===== src/rtl/core/esd_pkg.sv =====
// ----------------------------------------------------------------------------
// esd_pkg
// Shared types, widths and tables of the epoch seconds to date converter.
// ----------------------------------------------------------------------------
package esd_pkg;

	localparam int SEC_W    = 38;
	localparam int DAYS_W   = 22;
	localparam int DIFF_W   = DAYS_W + 1;
	localparam int DAY_W    = 5;
	localparam int MONTH_W  = 4;
	localparam int YEAR_W   = 14;

	localparam int LAST_YEAR_DEF = 9999;

	localparam logic [DAYS_W-1:0]  SECS_PER_DAY = DAYS_W'(86400);
	localparam logic [YEAR_W-1:0]  FIRST_YEAR   = YEAR_W'(1970);
	localparam logic [DAYS_W-1:0]  LEAP_LEN     = DAYS_W'(366);
	localparam logic [DAYS_W-1:0]  NORM_LEN     = DAYS_W'(365);
	localparam logic [MONTH_W-1:0] MONTH_DEC    = MONTH_W'(11);
	localparam logic [MONTH_W-1:0] MONTH_FEB    = MONTH_W'(1);

	// 86400 = 675 << 7: days = ((seconds >> 7) * ceil(2^41 / 675)) >> 41,
	// exact for every 31-bit shifted count
	localparam int QUO_SHIFT   = 7;
	localparam int QUO_W       = SEC_W - QUO_SHIFT;
	localparam int RECIP_W     = 32;
	localparam int RECIP_SHIFT = 41;
	localparam int PROD_W      = QUO_W + RECIP_W;
	localparam logic [RECIP_W-1:0] DAY_RECIP = 32'd3257812231;

	// 1970 taken modulo 4, 100 and 400
	localparam logic [1:0] FIRST_M4   = 2'd2;
	localparam logic [6:0] FIRST_M100 = 7'd70;
	localparam logic [8:0] FIRST_M400 = 9'd370;

	typedef enum logic [2:0] {
		ST_IDLE,
		ST_DIV,
		ST_YEAR,
		ST_MONTH,
		ST_FIN
	} state_t;

	typedef enum logic {
		OP_YEAR,
		OP_MONTH
	} oper_t;

	typedef struct packed {
		logic [DIFF_W-1:0] diff;
		logic              ge;
	} sub_res_t;

	// month index 0..11, zero based
	function automatic logic [DAYS_W-1:0] month_len(input logic [MONTH_W-1:0] m,
		input logic leap);
		logic [4:0] len;
		begin
			unique case (m)
				4'd0, 4'd2, 4'd4, 4'd6, 4'd7, 4'd9, 4'd11: len = 5'd31;
				4'd3, 4'd5, 4'd8, 4'd10:                   len = 5'd30;
				4'd1:                                      len = leap ? 5'd29 : 5'd28;
				default:                                   len = 5'd31;
			endcase
			month_len = DAYS_W'(len);
		end
	endfunction

endpackage


===== src/rtl/core/esd_cmpsub.sv =====
// ----------------------------------------------------------------------------
// esd_cmpsub
// Shared compare-subtract unit: remaining days minus year or month length.
// ----------------------------------------------------------------------------
module esd_cmpsub (
	input  esd_pkg::oper_t                 op,
	input  logic [esd_pkg::DAYS_W-1:0]     days,
	input  logic                           leap,
	input  logic [esd_pkg::MONTH_W-1:0]    month,
	output esd_pkg::sub_res_t              res
);

	logic [esd_pkg::DAYS_W-1:0] b;

	always_comb begin
		unique case (op)
			esd_pkg::OP_YEAR:  b = leap ? esd_pkg::LEAP_LEN : esd_pkg::NORM_LEN;
			esd_pkg::OP_MONTH: b = esd_pkg::month_len(month, leap);
			default:           b = esd_pkg::NORM_LEN;
		endcase
	end

	assign res.diff = {1'b0, days} - {1'b0, b};
	assign res.ge   = ~res.diff[esd_pkg::DIFF_W-1];

endmodule


===== src/rtl/core/epoch_seconds_to_date.sv =====
// ----------------------------------------------------------------------------
// epoch_seconds_to_date
// Converts seconds since 1970-01-01 into day, month and year.
// ----------------------------------------------------------------------------
//  channel | signals                                  | dir
//  --------+------------------------------------------+-----
//  input   | in_valid, in_stall, seconds              | in
//  output  | out_valid, out_stall, day, month, year,  | out
//          | range_error                              |
//
// One beat at a time: 1 accept + 1 reciprocal multiply for whole days + one
// step per year past 1970 plus the closing compare (up to 8031) + up to 12
// month steps + 1 store; a new beat is accepted only after the store.
// Year and month steps run through one shared compare-subtract unit.
// in_stall is high from accept until the result is stored in the output
// register; a stalled result holds the block in its final step.
// arst_n clears the sequencer and the output valid.
module epoch_seconds_to_date #(
	parameter int LAST_YEAR = esd_pkg::LAST_YEAR_DEF
) (
	input  logic                          clk,
	input  logic                          arst_n,
	input  logic                          in_valid,
	output logic                          in_stall,
	input  logic [esd_pkg::SEC_W-1:0]     seconds,
	output logic                          out_valid,
	input  logic                          out_stall,
	output logic [esd_pkg::DAY_W-1:0]     day,
	output logic [esd_pkg::MONTH_W-1:0]   month,
	output logic [esd_pkg::YEAR_W-1:0]    year,
	output logic                          range_error
);

	localparam logic [esd_pkg::YEAR_W-1:0] LAST_YEAR_W = esd_pkg::YEAR_W'(LAST_YEAR);

	esd_pkg::state_t state_q, state_nxt;
	esd_pkg::oper_t  op;
	esd_pkg::sub_res_t sub;

	logic [esd_pkg::QUO_W-1:0]   sec_q;
	logic [esd_pkg::PROD_W-1:0]  day_prod;
	logic [esd_pkg::DAYS_W-1:0]  days_q;
	logic [esd_pkg::YEAR_W-1:0]  year_q;
	logic [esd_pkg::MONTH_W-1:0] month_q;
	logic [1:0]                  m4_q;
	logic [6:0]                  m100_q;
	logic [8:0]                  m400_q;
	logic                        range_q;
	logic                        leap;
	logic                        past_last;
	logic                        accept;
	logic                        load_out;
	logic                        out_valid_q;
	logic [esd_pkg::DAY_W-1:0]   day_q;
	logic [esd_pkg::MONTH_W-1:0] month_out_q;
	logic [esd_pkg::YEAR_W-1:0]  year_out_q;
	logic                        range_out_q;

	assign leap      = ((m4_q == 2'd0) && (m100_q != 7'd0)) || (m400_q == 9'd0);
	assign past_last = year_q > LAST_YEAR_W;
	assign day_prod  = esd_pkg::PROD_W'(sec_q) * esd_pkg::PROD_W'(esd_pkg::DAY_RECIP);

	esd_cmpsub u_cmpsub (
		.op       (op),
		.days     (days_q),
		.leap     (leap),
		.month    (month_q),
		.res      (sub)
	);

	always_comb begin
		state_nxt = state_q;
		unique case (state_q)
			esd_pkg::ST_IDLE:  if (in_valid) state_nxt = esd_pkg::ST_DIV;
			esd_pkg::ST_DIV:   state_nxt = esd_pkg::ST_YEAR;
			esd_pkg::ST_YEAR: begin
				if (past_last)
					state_nxt = esd_pkg::ST_FIN;
				else if (!sub.ge)
					state_nxt = esd_pkg::ST_MONTH;
			end
			esd_pkg::ST_MONTH: begin
				if (month_q == esd_pkg::MONTH_DEC || !sub.ge)
					state_nxt = esd_pkg::ST_FIN;
			end
			esd_pkg::ST_FIN:   if (!out_valid_q || !out_stall) state_nxt = esd_pkg::ST_IDLE;
			default:           state_nxt = esd_pkg::ST_IDLE;
		endcase
	end

	always_comb begin
		in_stall = 1'b1;
		load_out = 1'b0;
		op       = esd_pkg::OP_YEAR;
		unique case (state_q)
			esd_pkg::ST_IDLE:  in_stall = 1'b0;
			esd_pkg::ST_DIV:   op = esd_pkg::OP_YEAR;
			esd_pkg::ST_YEAR:  op = esd_pkg::OP_YEAR;
			esd_pkg::ST_MONTH: op = esd_pkg::OP_MONTH;
			esd_pkg::ST_FIN:   load_out = !out_valid_q || !out_stall;
			default:           in_stall = 1'b1;
		endcase
	end

	assign accept = in_valid && !in_stall;

	always_ff @(posedge clk or negedge arst_n) begin
		if (!arst_n) begin
			state_q     <= esd_pkg::ST_IDLE;
			out_valid_q <= 1'b0;
		end else begin
			state_q     <= state_nxt;
			out_valid_q <= load_out || (out_valid_q && out_stall);
		end
	end

	always_ff @(posedge clk) begin
		if (accept) begin
			sec_q   <= seconds[esd_pkg::SEC_W-1:esd_pkg::QUO_SHIFT];
			year_q  <= esd_pkg::FIRST_YEAR;
			month_q <= '0;
			m4_q    <= esd_pkg::FIRST_M4;
			m100_q  <= esd_pkg::FIRST_M100;
			m400_q  <= esd_pkg::FIRST_M400;
			range_q <= 1'b0;
		end
		unique case (state_q)
			esd_pkg::ST_DIV: begin
				days_q <= day_prod[esd_pkg::RECIP_SHIFT +: esd_pkg::DAYS_W];
			end
			esd_pkg::ST_YEAR: begin
				if (past_last) begin
					range_q <= 1'b1;
				end else if (sub.ge) begin
					days_q <= sub.diff[esd_pkg::DAYS_W-1:0];
					year_q <= year_q + 1'b1;
					m4_q   <= m4_q + 1'b1;
					m100_q <= (m100_q == 7'd99) ? 7'd0 : m100_q + 1'b1;
					m400_q <= (m400_q == 9'd399) ? 9'd0 : m400_q + 1'b1;
				end
			end
			esd_pkg::ST_MONTH: begin
				if (month_q != esd_pkg::MONTH_DEC && sub.ge) begin
					days_q  <= sub.diff[esd_pkg::DAYS_W-1:0];
					month_q <= month_q + 1'b1;
				end
			end
			default: ;
		endcase
		if (load_out) begin
			if (range_q) begin
				day_q       <= esd_pkg::DAY_W'(31);
				month_out_q <= esd_pkg::MONTH_W'(12);
				year_out_q  <= LAST_YEAR_W;
			end else begin
				day_q       <= days_q[esd_pkg::DAY_W-1:0] + 1'b1;
				month_out_q <= month_q + 1'b1;
				year_out_q  <= year_q;
			end
			range_out_q <= range_q;
		end
	end

	assign out_valid   = out_valid_q;
	assign day         = day_q;
	assign month       = month_out_q;
	assign year        = year_out_q;
	assign range_error = range_out_q;

endmodule


===== config.mk =====
export PLATFORM = sky130hd
export DESIGN_NAME = epoch_seconds_to_date
export DESIGN_NICKNAME = d
export VERILOG_FILES = /design/src/rtl/core/esd_pkg.sv /design/src/rtl/core/esd_cmpsub.sv /design/src/rtl/core/epoch_seconds_to_date.sv
export SDC_FILE = /design/constraint.sdc
export NUM_CORES = 1
export LEC_CHECK = 0
export BUFFER_PORTS_ARGS = -buffer_cell sky130_fd_sc_hd__buf_2
export CORE_ASPECT_RATIO = 0.5
export CORE_MARGIN = 10
export CORE_UTILIZATION = 60
export DETAILED_ROUTE_END_ITERATION = 7
export GPL_TIMING_DRIVEN = 1
export PLACE_DENSITY = 0.75
export SETUP_SLACK_MARGIN = 0.1
export SYNTH_ARGS = -nofsm -noshare
export SYNTH_HDL_FRONTEND = slang
export SYNTH_HIERARCHICAL = 1
export SYNTH_SLANG_ARGS = --single-unit
export TNS_END_PERCENT = 100

===== constraint.sdc =====
create_clock -name clk -period 20.7 [get_ports clk]
set_input_delay 3.105 -clock clk [delete_from_list [all_inputs] [get_ports clk]]
set_output_delay 3.105 -clock clk [all_outputs]
set_load 0.05 [all_outputs]

Word-level counts from Yosys, hierarchy flattened

Cells that the tools add are included.
W data, S select, Z words.

Logic and storage cells: 104
Memories: 0
Bits in latches: 0
Output and inout port bits: 26
ROM bits: 0
Register bits after elaboration: 118
Bits of input ports: 42
RAM bits: 0

Muxes and demuxes: 41
Divide/modulo/power cells: 0
Bitwise logic cells: 2
Shifts and indexed selects: 0
$lt $le $gt $ge: 1
Eq/ne operators: 20
Reductions and logical operators: 18
$mul: 1
Add/subtract/negate cells: 7

Operator list:

| kind                     | number |
|---|---|
| $mux W22                 | 3 |
| $pmux W22 S3             | 1 |
| $mul A31 B32 Y63 const B | 1 |
| $mux W14                 | 4 |
| $mux W9                  | 5 |
| $pmux W22 S2             | 1 |
| $mux W7                  | 5 |
| $sub A22 B22 Y23         | 1 |
| $mux W3                  | 5 |
| $pmux W3 S5              | 1 |
| $add A14 B1 Y14 const B  | 1 |
| $gt A14 B14 Y1 const B   | 1 |
| $eq A4 B4 Y1 const B     | 3 |
| $mux W4                  | 3 |
| $ne A2 B2 Y1 const B     | 6 |
| $mux W2                  | 5 |
| $pmux W5 S2              | 1 |
| $add A9 B1 Y9 const B    | 1 |
| $eq A9 B9 Y1 const B     | 1 |
| $logic_not A9 Y1         | 1 |
| $reduce_and A4 Y1        | 2 |
| $add A7 B1 Y7 const B    | 1 |
| $eq A7 B7 Y1 const B     | 1 |
| $mux W1                  | 7 |
| other kinds (20)         | 29 |

Depth between registers and ports, before layout

Word-level depth: 11
Mapped depth: 26
Mapped depth without buffers: 26

Cells and area by module

The synthesis kept the hierarchy.

Modules (own cells, without submodules):

| module                | cells an instance | seq. area each (um^2) | area each (um^2) | times used |
|---|---|---|---|---|
| epoch_seconds_to_date | 1907              | 3153.0                | 19214.7          | 1 |
| esd_cmpsub            | 100               | 0.0                   | 724.4            | 1 |

Worst setup path before layout

No wires, ideal clock.

Path type: flip-flop to flip-flop
From: reg sec_q[17] (netlist name)
To: reg days_q[21] (netlist name), data pin
Period minus slack after synthesis: 6.663 ns
Data required time: 20.429 ns
Path buffers: 0
Library setup time: 0.271 ns
Cell stages (with the launch flop): 23
Setup slack: 14.037 ns
Arrival time: 6.393 ns
Path through: edfxtp_1 > ha_1 > fa_1 > inv_1 > fa_1 > inv_1 > fa_1 > fa_1 > fa_1 > fa_1 > inv_1 > fa_1 > inv_1 > ha_1 > nand3_1 > nor4_1 > nand4_1 > a221o_1 > a31oi_2 > a21oi_2 > o31ai_2 > xnor2_1 > a21oi_1

Cells in the longest elaborated chain, start to end: 2

Ends and longest elaborated chain:

| what                     | RTL line                     | source |
|---|---|---|
| start: declaration       | epoch_seconds_to_date.sv:40  | `logic [esd_pkg::QUO_W-1:0] sec_q;` |
| start signal: assignment | epoch_seconds_to_date.sv:119 | `sec_q <= seconds[esd_pkg::SEC_W-1:esd_pkg::QUO_SHIFT];` |
| $mul A31 B32 Y63         | epoch_seconds_to_date.sv:61  | `assign day_prod = esd_pkg::PROD_W'(sec_q) * esd_pkg::PROD_W'(esd_pkg::DAY_RECIP);` |
| $pmux W22 S3             | epoch_seconds_to_date.sv:127 | `unique case (state_q)` |
| end signal: assignment   | epoch_seconds_to_date.sv:129 | `days_q <= day_prod[esd_pkg::RECIP_SHIFT +: esd_pkg::DAYS_W];` |
| end signal: assignment   | epoch_seconds_to_date.sv:135 | `days_q <= sub.diff[esd_pkg::DAYS_W-1:0];` |
| end signal: assignment   | epoch_seconds_to_date.sv:144 | `days_q <= sub.diff[esd_pkg::DAYS_W-1:0];` |
| end: declaration         | epoch_seconds_to_date.sv:42  | `logic [esd_pkg::DAYS_W-1:0] days_q;` |

Every way passes these cells.
A chain may end at the register's enable or synchronous reset.

Worst setup path in the final report

From: reg sec_q[16] (netlist name)
To: reg days_q[21] (netlist name), data pin

Same word-level chain as after synthesis.

==> flow_summary.yaml <==
timing:
  maxSlewHeadroom_pct: 38.9
  finalHoldViolCount: 0
  rsz0062_at_grt: "no"
  timing.fmax_ghz: 0.122
  tns_ps: 0
  finalSetupViolations: 0
  period_share_pct: 39.7
  worstMarginPinSlew_ps: 911
  clock_skew_ps: 26.1
  slew_violations: 0
  min_period_ps: 8210
clock_network:
  clk_path_buf_depth: 2
  post_cts_resized: 0
  cts-buffers-inserted: 17
  clkTransAtPathRegs_ps: 60
  cts_setup_buffers: 0
  cts_sinks: 118
  clock_latency_ps: 460
  cts_hold_buffers: 0
  cts_root_buf: "clkbuf_16"
  cts-htree-levels: 4
  cts_tree: "yes"
yosys:
  synth_nets: 2748
  netlist_instances: 2006
  syn_area_sq_mm: 0.0199
  synth_area_per_cell_sq_um: 9.94
  yosys_warnings: 6
setup_path:
  startpoint: "sec_q[16]"
  r2r-start: "sec_q[16]"
  rr_worst_depth: 22
  slowest_delay_ps: 700
  path_max_fanout: 9
  crit_top_cell: "fa_1"
  slowest_stage: "edfxtp_1"
  startpoint_type: "register"
  crit_required_ps: 20880
  end_kind: "register"
  r2r-end: "days_q[21]"
  path_class: "reg2reg"
  cp-endpoint: "days_q[21]"
  path_cells: "ha_1 -> fa_1 -> inv_1 -> fa_1 -> inv_1 -> fa_1 -> fa_1 -> fa_1 -> fa_1 -> inv_1 -> fa_1 -> inv_1 -> ha_1 -> nand3_1 -> nor4_1 -> nand4_1 -> a221o_1 -> a31oi_2 -> a21oi_2 -> o31ai_2 -> xnor2_1 -> a21oi_1"
  rrSetupSlack_ps: 12490
  critPathArrivalTime_ps: 8390
grt:
  antenna_found_initial: 2
  grt_pass1_vias: 14368
  grt_pass1_wl_mm: 77.7
  grt_max_degree: 33
  grt_overflow: 0
  grtUsageTotal_pct: 24.1
layout:
  final_nets: 2802
  n_fill_cell: 2643
  area.growth.synth_to_final_pct: 6.80
  fin_util_pct: 64.7
  register_area_sq_mm: 0.00315
  drive_above_1_share_pct: 5.93
  num_antenna_cells: 0
  multi_input_area_sq_mm: 0.0148
die:
  dieArea_sq_mm: 0.0414
  io_pins: 68
  fp.dieW_microns: 278
  rows: 47
  die_h_microns: 149
  coreArea_sq_mm: 0.0329
  initial_utilization_pct: 60.5
place:
  place_congestion: 0.969
  dp_hpwl_mm: 41.2
  portBuffers: 60
routing:
  drt_first_pass_iters: 6
  drt_iter0_drc: 1044
  antenna_left: 0
  avgViaCountPerCell: 5.63
  wl_per_cell_microns: 19.6
  dr_total_vias: 14145
  route.final.wire_length_mm: 49.2
  drc: 0
run:
  maxCapViolations: 0
status:
  outcome: "complete, no violations"
hold_path:
  hold_path_class: "reg2reg"
final cells by class:
class                      count  area share (%)
multi-input combinational   1365            69.5
clock inverter                11           0.705
inverter                     493            8.69
clock buffer                  21            2.07
sequential                   118            14.8
tap                          441            2.59
timing repair buffer          65            1.59
metal layers:
metal  up-vias  wire length (microns)  global-route usage, %
met5         -                     16                      0
met1      6912                  21600                   32.5
li1       6707                      -                      -
met4         4                   1850                   10.4
met2       431                  22100                   37.3
met3        91                   3690                   5.20
placed cells by master (no fill, tap or decap), drive strengths merged, types with 21 or more instances in the layout:
master / instances
a21o: 38
a21oi: 93
buf: 65
clkbuf: 21
dfxtp: 37
edfxtp: 77
fa: 274
ha: 426
inv: 495
nand2: 94
nand3: 33
nor2: 59
nor3: 22
o21ai: 69
xnor2: 30
registers in the layout, summed over array words and instances (netlist names):
name and flops:
day 5, days_q 22, m100_q 7, m400_q 9, m4_q 2, month 4, month_q 4, out_valid 1
range_error 1, range_q 1, sec_q 31, state_q 3, year 14, year_q 14
worst min-delay path by stage:
stage                        from      end  slack [ps]  cells past startpoint
after floorplan           m4_q[0]  m4_q[0]         440                      2
after global placement    m4_q[1]  m4_q[1]         450                      2
after detailed placement  m4_q[1]  m4_q[1]         460                      2
after CTS                 m4_q[1]  m4_q[1]         470                      2
after global routing      m4_q[1]  m4_q[1]         490                      2
final                     m4_q[1]  m4_q[1]         470                      2
metrics by stage:
| stage | area (sq um) | instances | setup slack, ps | hold WS [ps] |
|---|---|---|---|---|
| global route | 21300 | 2514 | 12430 | 492 |
| CTS | 21300 | 2514 | 12670 | 469 |
| finish | 21300 | 2514 | 12490 | 467 |
| floorplan | 19900 | 2006 | 14040 | 442 |
| global placement | 20700 | 2482 | 12810 | 451 |
| detailed placement | 20700 | 2482 | 12790 | 461 |
critical path, delay by kind of cell (launching register included):
family,cells,cell delay [ps]
AO/OA/AOI/OAI,5,1290
XOR/XNOR,1,180
adder cells (fa/ha/maj),9,4600
buffers and inverters,4,220
flip-flops,1,700
AND/OR/NAND/NOR,3,940
Power is left out: the tool's default activity adds up to more than one toggle a clock period on the data nets, which glitch-free logic cannot reach.
